## src/rtl/acfp_pkg.sv

```systemverilog
// ----------------------------------------------------------------------------
// acfp_pkg
// shared types, constants and the ascii triple decoder of the frame parser
// ----------------------------------------------------------------------------
package acfp_pkg;

    localparam int DEF_BURST_LEN  = 32;
    localparam int DEF_SLOT_LIMIT = 31;

    localparam int BYTE_W  = 8;
    localparam int COORD_W = 16;
    localparam int SLOT_W  = 5;
    localparam int TRIPLE_W = 3 * BYTE_W;

    localparam logic [31:0]       HDR_WORD   = 32'h6162_6364;
    localparam logic [BYTE_W-1:0] TRAIL_E    = 8'h65;
    localparam logic [BYTE_W-1:0] TRAIL_F    = 8'h66;
    localparam logic [COORD_W-1:0] ASCII_ZERO = 16'd48;

    typedef enum logic [2:0] {
        PH_SEARCH_HDR = 3'b001,
        PH_SEARCH_TRL = 3'b010,
        PH_FOUND      = 3'b100
    } t_phase;

    typedef struct packed {
        logic [SLOT_W-1:0]  slot;
        logic [COORD_W-1:0] y_value;
        logic [COORD_W-1:0] x_value;
    } t_result;

    // three ascii digits, first in the high byte, no digit check, modulo 2^16
    function automatic logic [COORD_W-1:0] decode_triple(input logic [TRIPLE_W-1:0] triple);
        logic [COORD_W-1:0] h;
        logic [COORD_W-1:0] t;
        logic [COORD_W-1:0] o;
        h = COORD_W'(triple[23:16]);
        t = COORD_W'(triple[15:8]);
        o = COORD_W'(triple[7:0]);
        return h * 16'd100 + t * 16'd10 + o - ASCII_ZERO * 16'd111;
    endfunction

endpackage

```

## src/rtl/acfp_frame.sv

```systemverilog
// ----------------------------------------------------------------------------
// acfp_frame
// per-burst header/trailer search, digit capture and slot counter
// ----------------------------------------------------------------------------
module acfp_frame #(
    parameter int BURST_LEN  = acfp_pkg::DEF_BURST_LEN,
    parameter int SLOT_LIMIT = acfp_pkg::DEF_SLOT_LIMIT
) (
    input  logic                      i_clk,
    input  logic                      i_rst_n,
    input  logic                      i_step,
    input  logic [acfp_pkg::BYTE_W-1:0] i_byte,
    input  logic                      i_last,
    output logic                      o_emit,
    output acfp_pkg::t_result         o_result
);
    import acfp_pkg::*;

    localparam int POS_W = $clog2(BURST_LEN + 1);

    logic [31:0]          r_hist,   n_hist;
    logic [POS_W-1:0]     r_pos,    n_pos;
    t_phase               r_phase,  n_phase;
    logic [TRIPLE_W-1:0]  r_xdig,   n_xdig;
    logic [1:0]           r_xcnt,   n_xcnt;
    logic [TRIPLE_W-1:0]  r_ydig,   n_ydig;
    logic [SLOT_W-1:0]    r_slot,   n_slot;

    logic [31:0]          hist;
    logic                 in_window;
    logic [TRIPLE_W-1:0]  xs;
    logic [TRIPLE_W-1:0]  ys;
    logic [SLOT_W:0]      slot_inc;

    assign hist      = {r_hist[23:0], i_byte};
    assign in_window = r_pos < POS_W'(BURST_LEN);
    assign slot_inc  = {1'b0, r_slot} + 1'b1;

    always_comb begin
        n_hist  = r_hist;
        n_pos   = r_pos;
        n_phase = r_phase;
        n_xdig  = r_xdig;
        n_xcnt  = r_xcnt;
        n_ydig  = r_ydig;
        n_slot  = r_slot;
        o_emit  = 1'b0;
        xs      = '0;

        if (in_window) begin
            n_pos  = r_pos + 1'b1;
            n_hist = hist;
            case (r_phase)
                PH_SEARCH_HDR: begin
                    if (hist == HDR_WORD) begin
                        n_phase = PH_SEARCH_TRL;
                    end
                end
                PH_SEARCH_TRL, PH_FOUND: begin
                    // trailer 'e' must not sit inside the header
                    if (r_phase == PH_SEARCH_TRL && i_byte == TRAIL_F &&
                        r_hist[7:0] == TRAIL_E && r_xcnt != 2'd0) begin
                        n_ydig  = r_hist[31:8];
                        n_phase = PH_FOUND;
                    end
                    if (r_xcnt != 2'd3) begin
                        n_xdig = {r_xdig[15:0], i_byte};
                        n_xcnt = r_xcnt + 1'b1;
                    end
                end
                default: begin
                    n_phase = PH_SEARCH_HDR;
                end
            endcase
        end

        // missing x digits read as zero bytes
        case (n_xcnt)
            2'd0:    xs = '0;
            2'd1:    xs = {n_xdig[7:0], 16'h0};
            2'd2:    xs = {n_xdig[15:0], 8'h0};
            default: xs = n_xdig;
        endcase
        ys = n_ydig;

        if (i_last) begin
            if (n_phase == PH_FOUND) begin
                o_emit = 1'b1;
                n_slot = (slot_inc >= (SLOT_W+1)'(SLOT_LIMIT)) ? '0 : slot_inc[SLOT_W-1:0];
            end
            n_hist  = '0;
            n_pos   = '0;
            n_phase = PH_SEARCH_HDR;
            n_xdig  = '0;
            n_xcnt  = '0;
            n_ydig  = '0;
        end

        o_emit = o_emit & i_step;
    end

    assign o_result.x_value = decode_triple(xs);
    assign o_result.y_value = decode_triple(ys);
    assign o_result.slot    = n_slot;

    always_ff @(posedge i_clk) begin
        if (!i_rst_n) begin
            r_hist  <= '0;
            r_pos   <= '0;
            r_phase <= PH_SEARCH_HDR;
            r_xdig  <= '0;
            r_xcnt  <= '0;
            r_ydig  <= '0;
            r_slot  <= '0;
        end else if (i_step) begin
            r_hist  <= n_hist;
            r_pos   <= n_pos;
            r_phase <= n_phase;
            r_xdig  <= n_xdig;
            r_xcnt  <= n_xcnt;
            r_ydig  <= n_ydig;
            r_slot  <= n_slot;
        end
    end

endmodule

```

## src/rtl/ascii_coordinate_frame_parser.sv

```systemverilog
// latency: the burst's last byte passes the input register, then its result word is held in the output register
// throughput: one byte word per cycle while the result side keeps up
// the input stalls while the output register holds a word that is not taken
// reset: synchronous active low, clears the burst search and the slot counter to 0
// ----------------------------------------------------------------------------
// ascii_coordinate_frame_parser
// finds "abcd" ... "ef" frames in byte bursts and emits decoded x, y and slot
// ----------------------------------------------------------------------------
module ascii_coordinate_frame_parser #(
    parameter int BURST_LEN  = acfp_pkg::DEF_BURST_LEN,
    parameter int SLOT_LIMIT = acfp_pkg::DEF_SLOT_LIMIT
) (
    input  logic        i_clk,
    input  logic        i_rst_n,
    input  logic        i_s_tvalid,
    output logic        o_s_tready,
    input  logic [7:0]  i_s_tdata,   // [7:0] rx_byte
    input  logic        i_s_tlast,   // burst_end
    output logic        o_m_tvalid,
    input  logic        i_m_tready,
    output logic [39:0] o_m_tdata    // [15:0] x_value, [31:16] y_value, [36:32] slot
);
    import acfp_pkg::*;

    logic              r_in_valid;
    logic [BYTE_W-1:0] r_in_byte;
    logic              r_in_last;
    logic              r_out_valid;
    t_result           r_out;

    logic              out_free;
    logic              step;
    logic              emit;
    t_result           result;

    assign out_free   = !r_out_valid || i_m_tready;
    assign step       = r_in_valid && out_free;
    assign o_s_tready = !r_in_valid || step;

    acfp_frame #(
        .BURST_LEN  (BURST_LEN),
        .SLOT_LIMIT (SLOT_LIMIT)
    ) u_frame (
        .i_clk    (i_clk),
        .i_rst_n  (i_rst_n),
        .i_step   (step),
        .i_byte   (r_in_byte),
        .i_last   (r_in_last),
        .o_emit   (emit),
        .o_result (result)
    );

    always_ff @(posedge i_clk) begin
        if (!i_rst_n) begin
            r_in_valid <= 1'b0;
        end else if (o_s_tready) begin
            r_in_valid <= i_s_tvalid;
        end
    end

    always_ff @(posedge i_clk) begin
        if (o_s_tready && i_s_tvalid) begin
            r_in_byte <= i_s_tdata;
            r_in_last <= i_s_tlast;
        end
    end

    always_ff @(posedge i_clk) begin
        if (!i_rst_n) begin
            r_out_valid <= 1'b0;
        end else if (out_free) begin
            r_out_valid <= emit;
        end
    end

    always_ff @(posedge i_clk) begin
        if (emit) begin
            r_out <= result;
        end
    end

    assign o_m_tvalid = r_out_valid;
    assign o_m_tdata  = {3'b000, r_out};

endmodule

```

## config.mk

```make
export PLATFORM = sky130hd
export DESIGN_NAME = ascii_coordinate_frame_parser
export DESIGN_NICKNAME = d
export VERILOG_FILES = /design/src/rtl/acfp_pkg.sv /design/src/rtl/acfp_frame.sv /design/src/rtl/ascii_coordinate_frame_parser.sv
export SDC_FILE = /design/constraint.sdc
export NUM_CORES = 1
export LEC_CHECK = 0
export BUFFER_PORTS_ARGS = -buffer_cell sky130_fd_sc_hd__buf_4
export CORE_UTILIZATION = 56
export DETAILED_ROUTE_END_ITERATION = 6
export PLACE_DENSITY = 0.77
export SLEW_MARGIN = 20
export SYNTH_ARGS = -nofsm -noshare
export SYNTH_HDL_FRONTEND = slang
export SYNTH_HIERARCHICAL = 1
export SYNTH_SLANG_ARGS = --single-unit
```

## constraint.sdc

```tcl
create_clock -name i_clk -period 5.7 [get_ports i_clk]
set_clock_uncertainty 0.1 [all_clocks]
set_input_delay 0.57 -clock i_clk [delete_from_list [all_inputs] [get_ports i_clk]]
set_output_delay 0.57 -clock i_clk [all_outputs]
set_load 0.01 [all_outputs]
```

**Word-level counts from Yosys, hierarchy flattened**

Index checks and enable logic that the tools add are counted.

- Register bits: 144
- Input port bits: 13
- Output and inout bits: 42
- Word-level logic and storage cells: 81

- $add $sub $neg: 9
- Multiply operators: 4
- Magnitude comparators: 2
- Eq/ne operators: 10
- Multiplexer cells: 27
- Bitwise gates (word level): 1
- Reduce and logical (&&, ||, !) cells: 14

Operators with widths:

| operator | count |
|---|---|
| $mux 24 | 8 |
| $pmux 24 s3 | 1 |
| $mux 32 | 2 |
| $add 15x12->16 | 2 |
| $add 16x8->16 | 2 |
| $eq 32x31->1 const B | 1 |
| $sub 16x13->16 const B | 2 |
| $mul 8x5->13 const B | 2 |
| $mul 8x3->11 const B | 2 |
| $eq 8x7->1 const B | 2 |
| $mux 5 | 3 |
| $mux 3 | 4 |
| $mux 6 | 2 |
| $mux 2 | 4 |
| $add 5x1->6 const B | 1 |
| $add 6x1->6 const B | 1 |
| $eq 3x3->1 const B | 2 |
| $ge 6x5->1 const B | 1 |
| $lt 6x6->1 const B | 1 |
| $pmux 3 s2 | 1 |
| $logic_and 1x1->1 | 5 |
| $reduce_bool 2->1 | 2 |
| $eq 3x1->1 const B | 1 |
| $eq 3x2->1 const B | 1 |
| other kinds (11) | 14 |

**Longest topological paths before layout**

Gate-level depths: netlist of run 1.

- Word-level depth: 11
- Gate-level depth with buffers: 27

**Modules after synthesis**

The synthesis of run 1 kept the hierarchy.

By module, submodules not included:

| module | times used | cells each | area an instance (um^2) |
|---|---|---|---|
| acfp_frame | 1 | 986 | 8354.3 |
| ascii_coordinate_frame_parser | 1 | 59 | 1511.4 |

**Least setup slack after synthesis of run 1**

Ideal clock, no wire load.

- Kind: register to register
- From: register u_frame.r_phase[2]
- To: register r_out (netlist bit o_m_tdata[14]) (data pin)
- Setup time: 0.274 ns
- Arrival time: 5.314 ns
- Required time: 5.326 ns
- Path slack: 0.013 ns
- Stages on the path, launching flop included: 28
- Buffers on the path: 2
- Clock period less this slack: 5.687 ns
- Cells stage by stage: dfxtp_1 > clkbuf_2 > xnor2_1 > nor3_2 > clkbuf_1 > a21oi_1 > nor2_1 > o221a_2 > ha_1 > ha_1 > inv_1 > fa_1 > inv_1 > ha_1 > a21oi_1 > nand2b_1 > a21boi_0 > nor2_1 > xor2_1 > ha_1 > inv_1 > ha_1 > ha_1 > and2_1 > a31oi_1 > o31ai_1 > o41ai_1 > xor2_1

RTL lines:

| what | line | source |
|---|---|---|
| from (decl) | acfp_frame.sv:23 | `t_phase r_phase, n_phase;` |
| from (signal assigned) | acfp_frame.sv:118 | `r_phase <= n_phase;` |
| to (signal assigned) | ascii_coordinate_frame_parser.sv:78 | `r_out <= result;` |
| to (decl) | ascii_coordinate_frame_parser.sv:29 | `t_result r_out;` |

==> metrics list, run 1 <==
* Final Instance Count excl. Fillers: approximately 1,400
* Largest net degree at the start of global routing: 54
- YS warnings: 6
- Cell total after placement: 1,316
- CP arrival: about 5600 ps
- Origin of the worst setup path: u_frame/r_phase[1]
- The final layout contains routed wiring with a total length of 22,600 um.
- The mapped netlist covers 9870 um^2.
- Most frequent standard cell in the layout excluding fill and tap cells: sky130_fd_sc_hd__nor2_1
- IR analysis of the VDD net gives a maximum drop of about 0.25 mV.
* Grt met2 use: 0.396
- Yosys reg bits: approximately 140
- Following the worst setup path forward leads to its endpoint at o_m_tdata[15].
* Final critical delay including setup and external delays: roughly 5500 ps
- Summing internal, switching and leakage power gives 2220 uW.
- For this block, the initial DRC count from the detailed router was slightly below 700.
- Critical Path Source Type: register
- Summing over every cut layer, the via total after detailed routing is slightly below 8,000.
* Number of synthesized flops with an enable pin: 46
- The count of endpoints failing hold in the final timing report came to 0.
* Routed via count divided by cell count: just under 6
- Of the cells placed in the final design, the portion with a size suffix greater than 1 is 0.193.
- Max-cap violations in this run came to 0.
* Class of the tightest hold or removal check: primary input to register
* Vias in the first global route: ~7,300
* Run status: finished, final reports clean
- Wire length of the first global-routing pass: 35,600 um
- Synthesis instantiated 66 different standard cells from the library.
* Cell internal power dissipation: approximately 1700 uW
* Total negative slack for setup checks: 0 ps
- Among all flip-flop cells after synthesis, the most frequent one is sky130_fd_sc_hd__dfxtp_1.
- The final count of pins violating max slew came to 0.
- Master cell of the clock root buffer: sky130_fd_sc_hd__clkbuf_16
- The initial antenna violation count came to 0.
- CP Max Fanout: 6
* WHS: 217 ps
- At the end of the flow, the number of nets in the layout was 1,291.
* Data required time of the critical path: 5770 ps
- Dividing the final minimum period by the clock period gives 0.973.
- Transition time at the pin with the least slew margin: about 850 ps
- Portion of the post-synthesis area used by sequential elements: 0.339
- Number of buffer cells added on primary ports: 51
* Switching power share of the total: 0.234
- Number of fill cells: ~1,300
- Final setup violation count: 0
- Of the total power, registers draw 0.483.
- The die is 135 um tall.
- The count of nets left with antenna violations once routing finished came out at 0.
* Placer Congestion: about 0.87
- In this run the core area contains between 40 and 50 standard-cell rows.
- Register-to-register path setup slack: between 150 and 200 ps
* Core ar.: 17,200 um^2
- In the synthesized netlist, the number of instances is roughly 1,000.
* Top library cells by usage in the layout, fill and taps aside: 125 x sky130_fd_sc_hd__nor2_1, 120 x sky130_fd_sc_hd__ha_1, 97 x sky130_fd_sc_hd__buf_4, 97 x sky130_fd_sc_hd__dfxtp_1, 76 x sky130_fd_sc_hd__inv_1
* Number of buffers inserted by hold repair at cts: 0
- Reg-to-reg startpoint: u_frame/r_phase[1]
- The worst register-to-register path has a depth of 24.
* DIE AREA: 18,200 um^2
- In the routed design, unresolved DRC markers number 0.
- Gate power share: 0.033
- Measured along the x axis, the die boundary spans approximately 130 um.
- Clock tree from TritonCTS: yes
- Clock insertion delay at the later pin of the skew report: roughly 420 ps
* First-pass detailed-route iteration total: 7
- Initial core utilization: 0.572
- By startpoint and endpoint, the worst setup path is classified as register to register.
- The clock tree synthesis step divided the H-tree into 4 levels.
- Of all flip-flops after synthesis, the portion carrying an async set or reset was 0.
- For this design the total switching power over the nets is just over 500 uW.
- Number of buffers created by CTS: 17
* Drt wl/cell: between 15 and 20 um
- Kind of end point of the critical path: register
* Post-CTS clock slew at the launch and capture registers of the worst setup and hold paths: roughly 60 ps
- In this run the power density over the cells is roughly 190 nW/um^2.
* Power share of the clock group: 0.484
- In the global route stage, met3 resource usage came out at 0.0368.
- Terminus of the critical flop-to-flop path: o_m_tdata[15]
* Antenna diode count: 0
- The analysis attributes to cell leakage a power of around 0.0053 uW.
* Post-route setup slack: between 150 and 200 ps
- Area growth syn-to-layout: 18.7%
* GRT overflow: 0
- Number of clock sinks seen by CTS: 144
- Synthesized area per cell: 9.44 um^2
- OpenSTA, run right after detailed placement, puts the worst setup slack at -98.6 ps.
* Max-Slew Margin vs Limit: 0.431
* Most utilized layer in the global route result: met2
- Dpl hpwl: approximately 16,000 um
- Met1 layer usage reported by global route: 0.354
- Across every metal layer, demand over resource in global routing totals 0.249.
* Bufs on Longest Clock Path: 2
- Based on the critical path, the design can be clocked at up to between 150 and 200 MHz.
* Top-level I/O count: 55
-- Yosys cell counts, drive strengths merged, types with 2 or more instances --
| cell | n | share of area |
|---|---|---|
| dfxtp | 98 | 0.20 |
| xnor2 | 30 | 0.027 |
| a21oi | 45 | 0.023 |
| nor2 | 127 | 0.048 |
| o211ai | 6 | 0.0046 |
| a211oi | 6 | 0.0046 |
| nor3 | 19 | 0.010 |
| edfxtp | 46 | 0.14 |
| fa | 21 | 0.043 |
| clkbuf | 37 | 0.014 |
| ha | 138 | 0.18 |
| or2 | 2 | 0.0013 |
| and3 | 5 | 0.0032 |
| a21boi | 5 | 0.0038 |
| and2 | 14 | 0.0089 |
| nor4b | 2 | 0.0018 |
| a31oi | 17 | 0.011 |
| o22ai | 5 | 0.0032 |
| nand2b | 8 | 0.0051 |
| a21o | 9 | 0.0068 |
| o211a | 4 | 0.0041 |
| nand3 | 6 | 0.0030 |
| buf | 10 | 0.0057 |
| nor2b | 33 | 0.022 |
| nor4 | 5 | 0.0047 |
| a22oi | 59 | 0.045 |
| or3 | 7 | 0.0044 |
| o21bai | 11 | 0.0084 |
| inv | 80 | 0.030 |
| o21a | 8 | 0.0061 |
| o31ai | 3 | 0.0023 |
| nand2 | 42 | 0.016 |
| o2bb2ai | 2 | 0.0018 |
| xor2 | 22 | 0.020 |
| o21ai | 46 | 0.023 |
| nand4 | 6 | 0.0053 |
| o221a | 4 | 0.0046 |
| mux2 | 23 | 0.026 |
| nand4bb | 2 | 0.0023 |
| mux2i | 14 | 0.014 |
| a2bb2oi | 3 | 0.0027 |
| a41oi | 2 | 0.0018 |
-- timing repair --
item,4_1_cts,5_1_grt
resized for setup,20,49
pin swaps,3,31
setup buffers,3,6
setup endpoints to repair,5,9
-- power by group through the flow --
stage	sequential [uW]	clock, uW	combinational, uW
3_3_place_gp	1090	0	70.7
3_5_place_dp	1090	0	70.3
6_report	1070	1070	72.2
2_1_floorplan	1090	0	40.2
5_1_grt	1070	1130	77.1
4_1_cts	1070	1090	70.5
-- logic make-up after synthesis --
kind of cell	after synthesis	share of synthesized area
AO/OA/AOI/OAI	241	0.164
buffers and inverters	128	0.0507
multiplexers	37	0.0405
XOR/XNOR	52	0.0462
other	1	0.000380
AND/OR/NAND/NOR	283	0.142
flip-flops	144	0.339
adder cells (fa/ha/maj)	159	0.218
-- layer usage --
layer | vias up | routed length [um]
li1 | 3870 | -
met4 | 0 | 387
met1 | 3788 | 10700
met2 | 229 | 10600
met3 | 36 | 961
met5 | - | 0
-- how the worst min path moves through the flow --
stage / slack (ps) / depth (start not counted) / from / end
floorplan: 360 / 2 / u_frame/r_ydig[5] / u_frame/r_ydig[5]
global placement: 370 / 2 / u_frame/r_ydig[6] / u_frame/r_ydig[6]
detailed placement: 390 / 2 / u_frame/r_xdig[17] / u_frame/r_xdig[17]
CTS: 210 / 1 / i_s_tdata[1] / r_in_byte[1]
global route: 200 / 1 / i_s_tdata[0] / r_in_byte[0]
finish: 220 / 1 / i_s_tdata[5] / r_in_byte[5]
-- layout make-up --
cell class	count	area (um^2)	area share
Multi-Input combinational cell	775	6430	0.549
Sequential cell	144	3350	0.286
Timing Repair Buffer	100	778	0.0664
Clock buffer	20	479	0.0409
Inverter	81	304	0.0260
Tap cell	225	282	0.0240
Clock inverter	12	92.6	0.00791
-- stage by stage --
step | util | area (um^2)
final | 0.680 | 11700
after global routing | 0.680 | 11700
after CTS | 0.660 | 11400
after detailed placement | 0.619 | 10700
after global placement | 0.619 | 10700
after floorplan | - | 9870
-- flip-flops by register name, summed over array words and instances, names as in the netlist, 2 cells and up --
signal and cells:
o_m_tdata 37, u_frame/r_hist 32, u_frame/r_xdig 24, u_frame/r_ydig 24
r_in_byte 8, u_frame/r_pos 6, u_frame/r_slot 5, u_frame/r_phase 3
u_frame/r_xcnt 2
-- critical path, cell delays in order (launching register included) --
cell and delay, ps:
sky130_fd_sc_hd__dfxtp_4 360, sky130_fd_sc_hd__xnor2_2 150, sky130_fd_sc_hd__or3_4 450, sky130_fd_sc_hd__nor3_4 170, sky130_fd_sc_hd__o21ai_1 90, sky130_fd_sc_hd__o211a_1 230, sky130_fd_sc_hd__ha_4 270, sky130_fd_sc_hd__ha_4 260
sky130_fd_sc_hd__inv_2 30, sky130_fd_sc_hd__fa_1 520, sky130_fd_sc_hd__inv_2 60, sky130_fd_sc_hd__ha_4 300, sky130_fd_sc_hd__a21oi_4 60, sky130_fd_sc_hd__buf_4 130, sky130_fd_sc_hd__xor2_1 150, sky130_fd_sc_hd__ha_1 310
sky130_fd_sc_hd__inv_1 60, sky130_fd_sc_hd__ha_1 290, sky130_fd_sc_hd__ha_2 220, sky130_fd_sc_hd__or3_1 370, sky130_fd_sc_hd__o21ai_2 100, sky130_fd_sc_hd__a211oi_2 70, sky130_fd_sc_hd__o31a_1 270, sky130_fd_sc_hd__o21bai_1 180
sky130_fd_sc_hd__xnor2_1 90
(Power assumes the default switching activity.)
==> run 2, diff against run 1 <==
- CORE_UTILIZATION: 56 -> 60
- HOLD_SLACK_MARGIN: not set -> 0.08
- PLACE_DENSITY: 0.77 -> 0.79
- clock period: 5.7 -> 6.45 ns (I/O delays scaled with it)
==> run 2 against run 1 <==
  * Sequential share of layout area grew 1.4 points
  * Critical path depth grew 2
  * Maximum frequency shrank 7.2%
  * Count of clock-buffer cells in the layout grew 1
  * Cell count shrank 2.7%
  * Cell area shrank 4.7%
  * Combinational power shrank 19%
  * Register-to-register slack gained 320 ps
  * Critical endpoint is now o_m_tdata[14]
==> metrics list, run 2 (synthesized netlist as in run 1, its figures left out) <==
- Class of the tightest hold or removal check: primary input to register (unchanged)
- Register-to-register path setup slack: 470 ps (was 150 ps)
* Initial core utilization: 0.619 (was 0.572)
- Cell family with most CP delay: adder cells (unchanged)
- The actual slew at the worst max-slew pin was 831 ps (was 852 ps).
- The die outline area was 17,000 um^2 (was 18,200 um^2).
- The count of endpoints failing hold in the final timing report was 0 (unchanged).
- The end point of the most critical hold path is r_in_byte[7] (was r_in_byte[5]).
- The I/O pin total was 55 (unchanged).
* Source of the worst hold timing path: i_s_tdata[7] (was i_s_tdata[5])
* Setup repair after global routing missed its margin: no
- The number of buffers and inverters on the critical path is 4 (unchanged).
- Terminus of the critical flop-to-flop path: o_m_tdata[14] (was o_m_tdata[15])
- Vias in the first global route: 7,252 (was 7,293)
- Number of buffer cells added on primary ports: 51 (unchanged)
- The number of nets in the final layout came to 1,264 (was 1,291).
* Largest net degree at the start of global routing: 53 (was 54)
* Die Width: 130 um (was 135 um)
- Number of buffers created by CTS: 17 (unchanged)
- The post-route standard cell area excluding fillers is 11,200 um^2 (was 11,700 um^2).
* First-pass detailed-route iteration total: 5 (was 7)
- Stage delay of the slowest cell on the critical path: 530 ps (was 520 ps)
* Maximum frequency from static timing analysis: 167 MHz (was 180 MHz)
* Number of antenna violations at the first check in global routing: 0 (unchanged)
- The half-perimeter wire length after detailed placement came to 15,000 um (was 15,600 um).
- The max-capacitance violation count was 0 (unchanged).
* Cell leakage power: 0.00522 uW (was 0.00529 uW)
* Proportion of layout cells with a drive suffix above 1: 0.130 (was 0.193)
* Most utilized layer in the global route result: met2 (unchanged)
* Post-CTS clock slew at the launch and capture registers of the worst setup and hold paths: 60 ps (about the same)
- Final setup violation count: 0 (unchanged)
- The first-pass GRT wire length was 34,800 um (was 35,600 um).
* Die height: 130 um (was 135 um)
- Area growth syn-to-layout: 13.2% (was 18.7%)
* Grt met2 use: 0.422 (was 0.396)
* CP Max Fanout: 26 (was 6)
- The cell at the root of the clock tree is sky130_fd_sc_hd__clkbuf_16 (unchanged).
- Most numerous cell on the critical path: sky130_fd_sc_hd__ha_1 (was sky130_fd_sc_hd__ha_4)
- The all-layer global routing usage came to 0.262 (was 0.249).
- The hold buffer count at cts came to 0 (unchanged).
* Number of DRC violations after detailed-routing iteration 0: 707 (was 675)
* Number of H-tree levels: 4 (unchanged)
- The number of diodes is 0 (unchanged).
- The row count is 46 (was 48).
- Top library cells by usage in the layout, fill and taps aside: 138 x sky130_fd_sc_hd__ha_1, 126 x sky130_fd_sc_hd__nor2_1, 98 x sky130_fd_sc_hd__dfxtp_1, 79 x sky130_fd_sc_hd__inv_1, 73 x sky130_fd_sc_hd__buf_4 (was 125 x sky130_fd_sc_hd__nor2_1, 120 x sky130_fd_sc_hd__ha_1, 97 x sky130_fd_sc_hd__buf_4, 97 x sky130_fd_sc_hd__dfxtp_1, 76 x sky130_fd_sc_hd__inv_1)
- Cell with the biggest individual delay on the critical path: sky130_fd_sc_hd__fa_1 (unchanged)
* Met1 layer usage reported by global route: 0.362 (was 0.354)
- Run status: finished, final reports clean (unchanged).
- The number of cells on the worst hold path came to 1 (unchanged).
- The total detailed-routing wirelength came to 21,100 um (was 22,600 um).
* Vias post-DR: 7,626 (was 7,923)
- The type of the worst setup path is register to register (unchanged).
- The arrival time at the worst endpoint was 6040 ps (was 5620 ps).
- The number of buffers on the longest clock path is 2 (unchanged).
- Final critical delay including setup and external delays: 5980 ps (was 5550 ps)
- Placer Congestion: 0.863 (was 0.873)
- The type of element launching the critical path was a register (unchanged).
- Most frequent standard cell in the layout excluding fill and tap cells: sky130_fd_sc_hd__ha_1 (was sky130_fd_sc_hd__nor2_1)
- The total negative slack came to 0 ps (unchanged).
- The final period utilization came to 0.926 (was 0.973).
* Placed instance area: 10,500 um^2 (was 10,700 um^2)
- Max-Slew Margin vs Limit: 0.446 (was 0.431)
- Number of cells on the worst reg-to-reg path: 26 (was 24)
* Max FFs per register: 37 (unchanged)
* Clock insertion delay at the later pin of the skew report: 420 ps (about the same)
* Number of clock sinks seen by CTS: 144 (unchanged)
- The global routing usage on met3 came to 0.0426 (was 0.0368).
- PD cells: 186 nW/um^2 (was 189 nW/um^2)
* Clock tree from TritonCTS: yes (unchanged)
- The placeable core region came to 15,900 um^2 (was 17,200 um^2).
* Kind of end point of the critical path: register (unchanged)
* Worst-case vdd ir drop: 0.196 mV (was 0.250 mV)
- Antenna viol nets, final: 0 (unchanged)
* Data required time of the critical path: 6510 ps (was 5770 ps)
- The routed wirelength normalized by instance count is 16.0 um (was 16.7 um).
- Routed via count divided by cell count: 5.78 (was 5.84)
- The number of remaining DRC errors is 0 (unchanged).
- GRT overflow: 0 (unchanged)
* Reg-to-reg startpoint: u_frame/r_phase[2] (was u_frame/r_phase[1])
- The final count of pins violating max slew is 0 (unchanged).
run 2: cell types whose count changed in the layout (fill, tap and decap cells not counted), sizes merged:
cell / previous run / this run
buf: 100 / 73
inv: 87 / 83
bufinv: 0 / 3
clkbuf: 20 / 21
clkinv: 5 / 4
run 2: repair_timing:
| item | 4_1_cts | 5_1_grt |
|---|---|---|
| endpoints found under the setup margin | 0 | 2 |
| resized for setup | 0 | 1 |
| setup buffers | 0 | 0 |
run 2: worst max path at each step:
stage	start	to	slack [ps]	cells after the start
2_1_floorplan	u_frame/r_phase[2]	o_m_tdata[14]	760	27
3_3_place_gp	u_frame/r_phase[2]	o_m_tdata[14]	570	25
3_5_place_dp	u_frame/r_phase[2]	o_m_tdata[14]	450	25
4_1_cts	u_frame/r_phase[2]	o_m_tdata[14]	400	25
5_1_grt	u_frame/r_phase[2]	o_m_tdata[14]	50	26
6_report	u_frame/r_phase[2]	o_m_tdata[14]	470	26
run 2: area by class of cell:
type / count / area [um^2]
multi-input cells: 775 / 6050
fillers: 1182 / 4780
flip-flops and latches: 144 / 3340
repair buffers: 73 / 548
clock buffers: 21 / 504
inverters: 81 / 304
well taps: 216 / 270
clock inverters: 10 / 144
run 2: power breakdown:
group	leakage [uW]	switching, uW	internal [uW]
Sequential	0.00122	9.99	939
Clock	0.000316	392	679
Combinational	0.00368	41.6	16.7
Total	0.00522	443	1630
run 2: through the flow:
stage               hold WS, ps  instances   util  power, uW  setup slack (ps)
CTS                         282       1320  0.700       2090               402
floorplan                   359       1047      -       1000               763
global route                285       1320  0.700       2130              50.0
detailed placement          381       1289  0.659       1030               446
finish                      292       1320  0.700       2080               474
global placement            368       1289  0.659       1030               571
run 2: metal layers:
| layer | routed length, um | vias up | part of all wire |
|---|---|---|---|
| met5 | 0 | - | 0 |
| met4 | 303 | 0 | 0.014 |
| met3 | 1070 | 25 | 0.051 |
| met2 | 9790 | 213 | 0.46 |
| met1 | 9920 | 3584 | 0.47 |
| li1 | - | 3804 | - |
==> run 3, diff against run 2 <==
- CORE_MARGIN: not set -> 10
- CTS_BUF_LIST: not set -> sky130_fd_sc_hd__clkbuf_4
- SYNTH_HIERARCHICAL: 1 -> not set
==> run 3 against run 2 <==
  * Critical path type unchanged
  * Synthesized cell count down 4.2%
  * Worst hold slack worse by 120 ps
  * Highest routed layer unchanged
  * Wire length rose by 0.99%
  * Clock power is 37% lower
  * Area after synthesis shrank 2.0%
  * Largest power group is now registers
==> metrics list, run 3 <==
* Top-level I/O count: 55 (unchanged)
- The total negative slack was 0 ps (unchanged).
- Wire length of the first global-routing pass: 35,100 um (was 34,800 um)
- Number of synthesized flops with an enable pin: 46 (unchanged)
* Vias post-DR: 7,589 (was 7,626)
* Area growth syn-to-layout: 10.0% (was 13.2%)
* CP arrival: 6200 ps (was 6040 ps)
- The clock group share of total power was 0.402 (was 0.515).
- Most used standard cells in the synthesized netlist: 138 x sky130_fd_sc_hd__ha_1, 122 x sky130_fd_sc_hd__nor2_1, 98 x sky130_fd_sc_hd__dfxtp_1, 81 x sky130_fd_sc_hd__a22oi_1, 74 x sky130_fd_sc_hd__inv_1 (was 138 x sky130_fd_sc_hd__ha_1, 127 x sky130_fd_sc_hd__nor2_1, 98 x sky130_fd_sc_hd__dfxtp_1, 79 x sky130_fd_sc_hd__inv_1, 59 x sky130_fd_sc_hd__a22oi_1)
- The row count is 46 (unchanged).
- Top library cells by usage in the layout, fill and taps aside: 138 x sky130_fd_sc_hd__ha_1, 120 x sky130_fd_sc_hd__nor2_1, 98 x sky130_fd_sc_hd__dfxtp_1, 81 x sky130_fd_sc_hd__a22oi_1, 74 x sky130_fd_sc_hd__inv_1 (was 138 x sky130_fd_sc_hd__ha_1, 126 x sky130_fd_sc_hd__nor2_1, 98 x sky130_fd_sc_hd__dfxtp_1, 79 x sky130_fd_sc_hd__inv_1, 73 x sky130_fd_sc_hd__buf_4)
- Clock tree from TritonCTS: yes (unchanged)
- Count of distinct cell types in the synthesized netlist: 64 (was 66)
- The H-tree depth came to 4 (unchanged).
- Number of DRC violations after detailed-routing iteration 0: 622 (was 707)
- The number of nets still failing antenna checks after routing came to 0 (unchanged).
- Placer Congestion: 0.917 (was 0.863)
* DIE AREA: 21,600 um^2 (was 17,000 um^2)
* Prevailing post-synth register cell: sky130_fd_sc_hd__dfxtp_1 (unchanged)
- CP Max Fanout: 7 (was 26)
- Placed instance area: 10,300 um^2 (was 10,500 um^2)
- Drt wl/cell: 16.7 um (was 16.0 um)
- Post-route setup slack: 447 ps (was 474 ps)
* FFs w/ async S/R, synth: 0 (unchanged)
- Vias in the first global route: 7,071 (was 7,252)
* Critical path cell sequence: nor4b_2, and4_1, nand3_2, mux2_2, ha_1, ha_1, fa_1, ha_1, a21oi_1, nor2b_1, o21a_1, nor2_1, xor2_1, ha_1, inv_1, ha_1, ha_1, and2_1, a31oi_1, o21ai_0, o41ai_2, xor2_1
- Max FFs per register: 37 (unchanged)
* Number of violations of the max-capacitance limit: 0 (unchanged)
* Critical Path Source Type: register (unchanged)
* Final critical delay including setup and external delays: 6000 ps (was 5980 ps)
- Kind of end point of the critical path: register (unchanged)
* Routed WL: 21,300 um (was 21,100 um)
- First-pass detailed-route iteration total: 7 (was 5)
- The type of the worst setup path was register to register (unchanged).
- The switching share of power was 0.241 (was 0.213).
- Cells after Synth: 1,001 (was 1,045)
- The post-route standard cell area excluding fillers was 10,600 um^2 (was 11,200 um^2).
* Cell family with most CP delay: adder cells (unchanged)
- Largest net degree at the start of global routing: 90 (was 53)
- Clock insertion delay at the later pin of the skew report: 540 ps (was 420 ps)
- Count of buffer and inverter cells on the critical path: 1 (was 4)
* Final slew viol count: 0 (unchanged)
- The end-of-flow core utilization came to 0.672 (was 0.700).
* Number of buffers created by CTS: 17 (unchanged)
* Most frequent standard cell in the layout excluding fill and tap cells: sky130_fd_sc_hd__ha_1 (unchanged)
* Drc violations: 0 (unchanged)
- The type of the most critical hold path is primary input to register (unchanged).
* Core ar.: 15,800 um^2 (was 15,900 um^2)
* Yosys reg bits: 144 (unchanged)
- The leakage power figure is 0.00487 uW (was 0.00522 uW).
- The number of warnings printed during yosys synthesis is 0 (was 6).
- The switching power is 404 uW (was 443 uW).
* Maximum frequency from static timing analysis: 167 MHz (about the same)
* Most numerous cell on the critical path: sky130_fd_sc_hd__ha_1 (unchanged)
- Run status: finished, final reports clean (unchanged)
- The post-synthesis area per instance was 9.65 um^2 (was 9.44 um^2).
- Cell taking the most area after synthesis: sky130_fd_sc_hd__dfxtp_1 (unchanged)
- The count of endpoints failing hold in the final timing report was 0 (unchanged).
- The number of cells after detailed placement came to 1,243 (was 1,289).
- Worst-case vdd ir drop: 0.124 mV (was 0.196 mV)
* Master cell of the clock root buffer: sky130_fd_sc_hd__clkbuf_4 (was sky130_fd_sc_hd__clkbuf_16)
- The number of nets in the final layout was 1,220 (was 1,264).
- The fraction of final layout cells with drive strength greater than 1 was 0.145 (was 0.130).
* Setup repair after global routing missed its margin: no (unchanged)
- The vertical die dimension came to 147 um (was 130 um).
* Gate power share: 0.033 (was 0.028)
- Final setup violation count: 0 (unchanged)
- The portion of total power attributed to sequential cells is 0.565 (was 0.457).
- The filler-free cell count of the finished design came to 1,277 (was 1,320).
* Bufs on Longest Clock Path: 2 (unchanged)
* Initial core utilization: 0.611 (was 0.619)
- The delay of the slowest cell on the worst path is 530 ps (about the same).
- The headroom to the max-slew limit is 0.357 (was 0.446).
- The per-cell via count in the routed design is 5.94 (was 5.78).
- The horizontal extent of the die was 147 um (was 130 um).
- The number of port buffers is 51 (unchanged).
- Transition time at the pin with the least slew margin: 963 ps (was 831 ps)
- Biggest area contributors in the synthesized netlist: sky130_fd_sc_hd__dfxtp_1 20%, sky130_fd_sc_hd__ha_1 18%, sky130_fd_sc_hd__edfxtp_1 14% (unchanged).
- PD cells: 158 nW/um^2 (was 186 nW/um^2)
- Portion of synthesized cell area occupied by the leading cell type: 0.203 (was 0.199)
- Data required time of the critical path: 6650 ps (was 6510 ps)
* Portion of the post-synthesis area used by sequential elements: 0.346 (was 0.339)
* Cell with the biggest individual delay on the critical path: sky130_fd_sc_hd__edfxtp_1 (was sky130_fd_sc_hd__fa_1)
* Post-Synthesis Cell Area: 9660 um^2 (was 9870 um^2)
* GRT overflow: 0 (unchanged)
- Leading cell type by number of instances after synthesis: sky130_fd_sc_hd__ha_1 (unchanged)
- The half-perimeter wire length after detailed placement came to 15,800 um (was 15,000 um).
* Number of clock sinks seen by CTS: 144 (unchanged)
- The all-layer global routing usage was 0.194 (was 0.262).
- The internal power came to 1270 uW (was 1630 uW).
- Tcrit/Tclk final: 0.931 (was 0.926)
* Worst slack, placed: 325 ps (was 446 ps)
* Post-CTS clock slew at the launch and capture registers of the worst setup and hold paths: 130 ps (was 60 ps)
* Number of antenna violations at the first check in global routing: 1 (was 0)
-- run 3: cell types whose count changed after synthesis, sizes merged, moves of 6 or more --
cell,previous run,this run
nor2b,33,9
a22oi,59,81
o21ai,46,30
a31oi,17,5
nand3,6,18
a22o,0,10
and2,14,4
mux2,23,33
mux2i,14,5
a21o,9,16
a222oi,0,6
nor3,19,13
xor2,22,16
-- run 3: layout make-up --
cell class | count | area (um^2)
antenna | 1 | 2.50
clock buffer | 18 | 135
clock inverter | 14 | 203
fill | 1247 | 5190
inverter | 75 | 282
multi-input combinational | 736 | 5850
sequential | 144 | 3340
tap | 216 | 270
timing repair buffer | 73 | 548
-- run 3: what timing repair did --
action | CTS | global route
buffers inserted | 0 | 1
setup endpoints to repair | 0 | 3
hold buffers | 0 | 0
resized for setup | 0 | 2
-- run 3: metrics by stage --
step	hold slack [ps]	power, uW
floorplan	359	998
global placement	369	1020
detailed placement	384	1020
CTS	121	1690
global route	113	1730
finish	168	1680
-- run 3: power groups by stage --
stage | clock network [uW] | registers [uW] | logic [uW]
floorplan | 0 | 965 | 33.0
global placement | 0 | 967 | 53.4
detailed placement | 0 | 967 | 53.9
CTS | 687 | 947 | 54.1
global route | 726 | 949 | 59.0
finish | 675 | 947 | 54.9
-- run 3: final timing paths --
kind	to	slack, ps	depth (start not counted)	start
max	o_m_tdata[30]	450	22	r_in_byte[3]
min	r_in_byte[3]	170	1	i_s_tdata[3]
max reg2reg	o_m_tdata[30]	450	22	r_in_byte[3]
min reg2reg	u_frame.r_pos[4]	400	2	u_frame.r_pos[4]
-- run 3: cells by family after synthesis --
family / after synthesis / synth area share
multiplexers: 38 / 0.0436
other: 1 / 0.000388
AO/OA/AOI/OAI: 237 / 0.170
AND/OR/NAND/NOR: 249 / 0.120
buffers and inverters: 123 / 0.0511
adder cells (fa/ha/maj): 160 / 0.224
XOR/XNOR: 49 / 0.0444
flip-flops: 144 / 0.346
-- run 3: layer usage --
metal,wire length [um],track usage,vias to the layer above,share of wire
met4,281,0.0491,0,0.013
li1,-,-,3708,-
met5,0,0,-,0
met2,9540,0.296,228,0.45
met3,1530,0.0501,21,0.072
met1,9940,0.268,3632,0.47
